<file path="src/rtl/smb_pkg.sv">
`timescale 1ns / 1ps

package smb_pkg;

   // Default number of timestamps kept in the window.
   localparam int WINDOW_SIZE_DEF = 11;

   localparam int TIME_W      = 32;
   localparam int USED_W      = 4;
   localparam int REQ_TDATA_W = 32;
   localparam int REQ_TUSER_W = 1;
   localparam int RSP_TDATA_W = 40;

   typedef enum logic [1:0] {
      ST_IDLE,
      ST_RANK,
      ST_PICK
   } state_type;

   // Control broadcast from the sequencer to every cell.
   typedef struct packed {
      logic insert;
      logic step;
   } cell_ctrl_type;

endpackage

</file>
<file path="src/rtl/sliding_median_of_block_times.sv">
`timescale 1ns / 1ps

// Channel   Dir  Bits                      Contents
// req_      in   tdata[31:0], tuser[0]     block_time, chain_start
// rsp_      out  tdata[39:0]               median_time, times_used, zero pad
//
// Each request passes from acceptance to a result in the output register by
// insertion, probe rotation around the ring of cells, and selection of the
// median.
// The rotation length is set by the number of cells the probes must visit.
// Reset (synchronous, active high) empties the window and drops any result.
// A result that is not taken holds in the output register; the next request
// is still accepted and its selection waits until that register is free.
module sliding_median_of_block_times #(
   parameter int WINDOW_SIZE = smb_pkg::WINDOW_SIZE_DEF
) (
   input  logic                            clock,
   input  logic                            reset,
   // Request channel.
   input  logic                            req_tvalid,
   output logic                            req_tready,
   input  logic [smb_pkg::REQ_TDATA_W-1:0] req_tdata,  // [31:0] block_time
   input  logic [smb_pkg::REQ_TUSER_W-1:0] req_tuser,  // [0] chain_start
   // Result channel.
   output logic                            rsp_tvalid,
   input  logic                            rsp_tready,
   output logic [smb_pkg::RSP_TDATA_W-1:0] rsp_tdata   // [31:0] median_time,
                                                       // [35:32] times_used,
                                                       // [39:36] zero
);

   localparam int IDX_W     = (WINDOW_SIZE > 1) ? $clog2(WINDOW_SIZE) : 1;
   localparam int CNT_W     = $clog2(WINDOW_SIZE + 1);
   localparam int STEP_W    = (WINDOW_SIZE > 2) ? $clog2(WINDOW_SIZE) : 1;
   localparam int LAST_STEP = (WINDOW_SIZE > 1) ? WINDOW_SIZE - 2 : 0;
   localparam int TW        = smb_pkg::TIME_W;

   // Sequencer state.
   smb_pkg::state_type      state_ff, state_in;
   logic [STEP_W-1:0]       step_ff, step_in;
   logic [CNT_W-1:0]        fill_ff, fill_in;

   // Output register.
   logic                    rsp_valid_ff, rsp_valid_in;
   logic [TW-1:0]           rsp_time_ff;
   logic [smb_pkg::USED_W-1:0] rsp_used_ff;

   smb_pkg::cell_ctrl_type  ctrl;
   logic                    accept;
   logic                    chain_start;
   logic                    load_rsp;

   // Cell chain signals.
   logic [TW-1:0]           cell_time  [WINDOW_SIZE];
   logic [TW-1:0]           time_next  [WINDOW_SIZE];
   logic [TW-1:0]           probe_time [WINDOW_SIZE];
   logic [IDX_W-1:0]        probe_idx  [WINDOW_SIZE];
   logic [CNT_W-1:0]        rank       [WINDOW_SIZE];

   logic [TW-1:0]           median;
   logic [CNT_W+smb_pkg::USED_W-1:0] fill_ext;

   assign req_tready  = (state_ff == smb_pkg::ST_IDLE);
   assign accept      = req_tvalid && req_tready;
   assign chain_start = req_tuser[0];

   // Cells are kept in age order: cell 0 holds the newest time, so a cell is
   // live exactly when its index is below the fill count.
   genvar g;
   generate
      for (g = 0; g < WINDOW_SIZE; g++) begin : g_cell
         localparam int LEFT = (g + WINDOW_SIZE - 1) % WINDOW_SIZE;
         logic [TW-1:0] time_in;

         if (g == 0) begin : g_head
            assign time_in = req_tdata[TW-1:0];
         end else begin : g_body
            assign time_in = cell_time[g-1];
         end

         smb_cell #(
            .WINDOW_SIZE (WINDOW_SIZE)
         ) u_cell (
            .clock           (clock),
            .ctrl            (ctrl),
            .cell_idx        (IDX_W'(g)),
            .left_idx        (IDX_W'(LEFT)),
            .fill            (fill_ff),
            .time_in         (time_in),
            .left_time_next  (time_next[LEFT]),
            .left_probe_time (probe_time[LEFT]),
            .left_probe_idx  (probe_idx[LEFT]),
            .cell_time       (cell_time[g]),
            .time_next       (time_next[g]),
            .probe_time      (probe_time[g]),
            .probe_idx       (probe_idx[g]),
            .rank            (rank[g])
         );
      end
   endgenerate

   // Exactly one live cell carries the rank fill/2, which is the upper
   // median of the sorted window.
   always_comb begin
      median = '0;
      for (int i = 0; i < WINDOW_SIZE; i++) begin
         if ((CNT_W'(i) < fill_ff) && (rank[i] == (fill_ff >> 1))) begin
            median = median | cell_time[i];
         end
      end
   end

   // Next state and cell control.
   always_comb begin
      state_in     = state_ff;
      step_in      = step_ff;
      fill_in      = fill_ff;
      ctrl.insert  = 1'b0;
      ctrl.step    = 1'b0;
      load_rsp     = 1'b0;
      rsp_valid_in = rsp_valid_ff && !rsp_tready;

      case (state_ff)
         smb_pkg::ST_IDLE: begin
            if (accept) begin
               ctrl.insert = 1'b1;
               step_in     = '0;
               if (chain_start) begin
                  fill_in = CNT_W'(1);
               end else if (fill_ff != CNT_W'(WINDOW_SIZE)) begin
                  fill_in = fill_ff + CNT_W'(1);
               end
               state_in = (WINDOW_SIZE > 1) ? smb_pkg::ST_RANK : smb_pkg::ST_PICK;
            end
         end
         smb_pkg::ST_RANK: begin
            ctrl.step = 1'b1;
            step_in   = step_ff + STEP_W'(1);
            if (step_ff == STEP_W'(LAST_STEP)) begin
               state_in = smb_pkg::ST_PICK;
            end
         end
         smb_pkg::ST_PICK: begin
            if (!rsp_valid_ff || rsp_tready) begin
               load_rsp     = 1'b1;
               rsp_valid_in = 1'b1;
               state_in     = smb_pkg::ST_IDLE;
            end
         end
         default: begin
            state_in = smb_pkg::ST_IDLE;
         end
      endcase
   end

   always_ff @(posedge clock) begin
      if (reset) begin
         state_ff     <= smb_pkg::ST_IDLE;
         step_ff      <= '0;
         fill_ff      <= '0;
         rsp_valid_ff <= 1'b0;
      end else begin
         state_ff     <= state_in;
         step_ff      <= step_in;
         fill_ff      <= fill_in;
         rsp_valid_ff <= rsp_valid_in;
      end
   end

   // The reported count is the fill count reduced to the field width.
   assign fill_ext = (CNT_W + smb_pkg::USED_W)'(fill_ff);

   always_ff @(posedge clock) begin
      if (load_rsp) begin
         rsp_time_ff <= median;
         rsp_used_ff <= fill_ext[smb_pkg::USED_W-1:0];
      end
   end

   assign rsp_tvalid = rsp_valid_ff;
   assign rsp_tdata  = {4'b0000, rsp_used_ff, rsp_time_ff};

endmodule

</file>
<file path="src/rtl/smb_cell.sv">
`timescale 1ns / 1ps

// One window cell: holds one stored time, a travelling probe and the rank of
// its own time among the live entries.
module smb_cell #(
   parameter int  WINDOW_SIZE = smb_pkg::WINDOW_SIZE_DEF,
   localparam int IDX_W       = (WINDOW_SIZE > 1) ? $clog2(WINDOW_SIZE) : 1,
   localparam int CNT_W       = $clog2(WINDOW_SIZE + 1)
) (
   input  logic                              clock,
   input  smb_pkg::cell_ctrl_type            ctrl,
   input  logic [IDX_W-1:0]                  cell_idx,
   input  logic [IDX_W-1:0]                  left_idx,
   input  logic [CNT_W-1:0]                  fill,
   input  logic [smb_pkg::TIME_W-1:0]        time_in,
   input  logic [smb_pkg::TIME_W-1:0]        left_time_next,
   input  logic [smb_pkg::TIME_W-1:0]        left_probe_time,
   input  logic [IDX_W-1:0]                  left_probe_idx,
   output logic [smb_pkg::TIME_W-1:0]        cell_time,
   output logic [smb_pkg::TIME_W-1:0]        time_next,
   output logic [smb_pkg::TIME_W-1:0]        probe_time,
   output logic [IDX_W-1:0]                  probe_idx,
   output logic [CNT_W-1:0]                  rank
);

   logic [smb_pkg::TIME_W-1:0] time_ff;
   logic [smb_pkg::TIME_W-1:0] probe_time_ff;
   logic [IDX_W-1:0]           probe_idx_ff;
   logic [CNT_W-1:0]           rank_ff;
   logic                       probe_live;
   logic                       hit;

   assign time_next  = ctrl.insert ? time_in : time_ff;
   assign probe_live = CNT_W'(probe_idx_ff) < fill;

   // The probe counts against us if it is smaller, or equal and younger in
   // the window, so that every live entry ends with a distinct rank.
   assign hit = probe_live &&
                ((probe_time_ff < time_ff) ||
                 ((probe_time_ff == time_ff) && (probe_idx_ff < cell_idx)));

   always_ff @(posedge clock) begin
      if (ctrl.insert) begin
         time_ff       <= time_in;
         probe_time_ff <= left_time_next;
         probe_idx_ff  <= left_idx;
         rank_ff       <= '0;
      end else if (ctrl.step) begin
         probe_time_ff <= left_probe_time;
         probe_idx_ff  <= left_probe_idx;
         rank_ff       <= rank_ff + CNT_W'(hit);
      end
   end

   assign cell_time  = time_ff;
   assign probe_time = probe_time_ff;
   assign probe_idx  = probe_idx_ff;
   assign rank       = rank_ff;

endmodule

</file>
<file path="config.mk">
export PLATFORM = sky130hd
export DESIGN_NAME = sliding_median_of_block_times
export DESIGN_NICKNAME = d
export VERILOG_FILES = /design/src/rtl/smb_pkg.sv /design/src/rtl/sliding_median_of_block_times.sv /design/src/rtl/smb_cell.sv
export SDC_FILE = /design/constraint.sdc
export NUM_CORES = 2
export LEC_CHECK = 0
export BUFFER_PORTS_ARGS = -buffer_cell sky130_fd_sc_hd__buf_4
export CORE_UTILIZATION = 45
export DETAILED_ROUTE_END_ITERATION = 10
export PLACE_DENSITY_LB_ADDON = 0.08
export SLEW_MARGIN = 20
export SYNTH_ARGS = -nofsm -noshare
export SYNTH_HDL_FRONTEND = slang
export SYNTH_SLANG_ARGS = --single-unit
export TNS_END_PERCENT = 50
</file>
<file path="constraint.sdc">
create_clock -name clock -period 19.4 [get_ports clock]
set_input_delay 3.88 -clock clock [delete_from_list [all_inputs] [get_ports clock]]
set_output_delay 3.88 -clock clock [all_outputs]
set_load 0.01 [all_outputs]
</file>
==> run_results.csv <==
group,metric,value,unit
drt,routed_via_density,5.52,
drt,drt-met1-wl,53700,um
yosys,synth_edf_count,740,
outcome,status,"finished clean",
power_and_ir_drop,p_leak,19.4,nW
drt,wl,114000,um
clock_tree,clock-sinks,839,
global_routing,track_usage,24.1,%
global_routing,grt_first_pass_wirelength,168000,um
finish,multi_input_area,0.0156,mm2
yosys,async_reset_ff_share,0,%
floorplanning,rows,111,
global_routing,grt_overflow,0,
timing,slew_headroom,8.10,%
worst_setup_path,slowest_stage,"buf_4",
timing,hold_violations,0,
worst_setup_path,worstSetupStartpointType,"primary input",
yosys,syn_area,0.0420,mm2
drt,vias,28116,
finish,final_cell_mix,"edfxtp_1 (740), nand2_1 (645), ha_1 (410)",
drt,top_layer,"met4",
drt,wl_met3,8390,um
worst_setup_path,critical_path.top_delay_family,"buffers and inverters",
global_routing,antenna_found_initial,5,
yosys,synthCells,3720,
floorplanning,io_pins,79,
job,maxCapViolCount,0,
placed_design,dp_cells,4925,
floorplanning,die_h,307,um
finish,register_area,0.0242,mm2
floorplanning,die_x,307,um
placed_design,numPortBuffers,74,
finish,area.growth.synth_to_final,11.2,%
worst_setup_path,path_buf_inv,6,
drt,wl_met2,49500,um
floorplanning,die_area,0.0945,mm2
finish,stdcell_count,5097,
timing,fin_tns_setup,0,ns
placed_design,gp_congestion,0.842,
worst_setup_path,worstPathRequired,19.70,ns
worst_setup_path,max_stage_delay,0.94,ns
finish,fill_cells,8305,
timing,drv_slew,0,
clock_tree,post-cts-setup-buffers,0,
timing,finalClockSkew,0.0235,ns
worst_setup_path,arrival,8.67,ns
hold_path,worstHoldPathType,"reg2reg",
timing,period_share,43.2,%
drt,route.detailed.drc,0,
power_and_ir_drop,p_per_area,98.1,mW/mm2
yosys,avgSynthCellArea,11.3,um2
drt,firstDrtPassIters,8,
floorplanning,start_util,45.6,%
worst_setup_path,critPathCaptureType,"flop",
power_and_ir_drop,peakVddDrop,71.0,uV
global_routing,grt_pass1_vias,26724,
timing,setup_viol,0,
power_and_ir_drop,p_total,4.58,mW
timing,min_period,8.37,ns
yosys,ys_ff_latch,839,
clock_tree,clk_latency,0.66,ns
yosys,synth_ff_type,"edfxtp_1",
placed_design,dp_hpwl,80400,um
finish,final_nets,4225,
drt,ant_nets,0,
clock_tree,cts_root_buffer,"clkbuf_16",
clock_tree,clkTransAtPathRegs,0.06,ns
worst_setup_path,cp_cell_sequence,"buf_4 > nand2_4 > inv_8 > nor2_1 > inv_8 > buf_4 > buf_4 > buf_4",
worst_setup_path,cp_max_fo,106,
worst_setup_path,worst-setup-path-type,"in2reg",
yosys,ys_warn_count,0,
clock_tree,cts_tree,"yes",
worst_setup_path,regToRegSetupSlack,13.69,ns
clock_tree,htreeDepth,3,
clock_tree,hold_buffers,0,
clock_tree,cts_buffers,94,
yosys,ys_types,73,
global_routing,grt_max_degree,211,
finish,postLayoutCoreUtil,50.7,%
yosys,yosysSeqAreaShare,57.6,%
clock_tree,clock_path_buffers,3,
timing,max_freq,119,MHz
floorplanning,core_area,0.0921,mm2
timing,rsz0062_at_grt,"no",
clock_tree,cts_resized,0,
worst_setup_path,cp_common_cell,"buf_4",
drt,drt_iter0_markers,3012,
finish,final_common_cell,"edfxtp_1",
finish,layout-drive-gt1-share,8.43,%
drt,avgRoutedWirePerCell,22.3,um
timing,tightest_slew,1.38,ns
[area by class of cell]
| cell class | count | share of cell area, % |
|---|---|---|
| tap | 1243 | 3.33 |
| sequential | 839 | 51.8 |
| clock inverter | 54 | 0.897 |
| multi-input combinational | 2333 | 33.5 |
| inverter | 399 | 3.24 |
| timing repair buffer | 111 | 1.85 |
| antenna | 1 | 0.00536 |
| clock buffer | 117 | 5.36 |
[final timing paths]
check | startpoint | to | depth (start not counted)
setup / recovery | req_tvalid | g_cell[10].u_cell.probe_time[11]$_DFFE_PP_ | 8
hold / removal | g_cell[4].u_cell.probe_idx[0]$_SDFFE_PP1P_ | g_cell[5].u_cell.probe_idx[0]$_SDFFE_PP0P_ | 2
setup reg to reg | state_ff[0]$_SDFFE_PP0P_ | g_cell[10].u_cell.probe_time[11]$_DFFE_PP_ | 8
hold reg to reg | g_cell[4].u_cell.probe_idx[0]$_SDFFE_PP1P_ | g_cell[5].u_cell.probe_idx[0]$_SDFFE_PP0P_ | 2
[power breakdown]
group | total (mW) | internal (mW) | switching [mW]
Sequential | 2.29 | 2.17 | 0.116
Combinational | 0.569 | 0.195 | 0.375
Clock | 1.73 | 0.990 | 0.739
[Yosys cell counts, types with 50 or more instances]
master | n | share of area (%)
edfxtp_1 | 740 | 53
nand2_1 | 646 | 5.8
ha_1 | 410 | 12
inv_1 | 366 | 3.3
o21ai_0 | 356 | 4.2
a21oi_1 | 197 | 2.3
dfxtp_1 | 99 | 4.7
nand3_1 | 97 | 1.2
nor2_1 | 95 | 0.85
clkbuf_1 | 82 | 0.73
nand4_1 | 78 | 1.2
a22o_1 | 64 | 1.3
a21o_1 | 50 | 0.89
[per-layer routing]
metal,track usage (%),vias to the layer above
li1,-,13671
met1,36.0,13563
met2,36.1,761
met3,3.96,121
met4,6.17,0
met5,0,-
[worst reg2reg max path, stage by stage (launching register included)]
cell	delay (ns)
dfxtp_1	0.36
nor2_1	0.25
nand2_4	0.40
inv_8	0.70
nor2_1	0.34
inv_8	0.60
buf_4	0.97
buf_4	1.00
buf_4	0.71
[cells by family (layout without fill, tap and decap cells)]
logic type | count (synthesis) | in the layout | share of synthesized area, %
simple gates | 1014 | 1014 | 10.6
fa+ha+maj | 410 | 410 | 12.2
buf+inv | 551 | 681 | 5.37
xor+xnor | 40 | 40 | 0.852
other cells | 1 | 5 | 0.00893
flops | 839 | 839 | 57.6
compound gates | 865 | 865 | 13.4
[stage by stage]
step	cell area (um2)	setup WS, ns	hold WS (ns)
2_1_floorplan	42000	7.45	0.440
3_3_place_gp	43800	10.32	0.453
3_5_place_dp	43800	10.27	0.458
4_1_cts	46700	11.01	0.465
5_1_grt	46700	10.62	0.472
6_report	46700	11.03	0.463
[sequential cells by signal, summed over array words and instances, names as in the netlist]
register	cells
g_cell.u_cell.cell_time	352
g_cell.u_cell.probe_time	352
state_ff	2
rsp_time_ff	32
step_ff	4
rsp_used_ff	4
rsp_tvalid	1
g_cell.u_cell.rank	44
g_cell.u_cell.probe_idx	44
fill_ff	4
No activity file was read; power rests on OpenSTA's default activity.
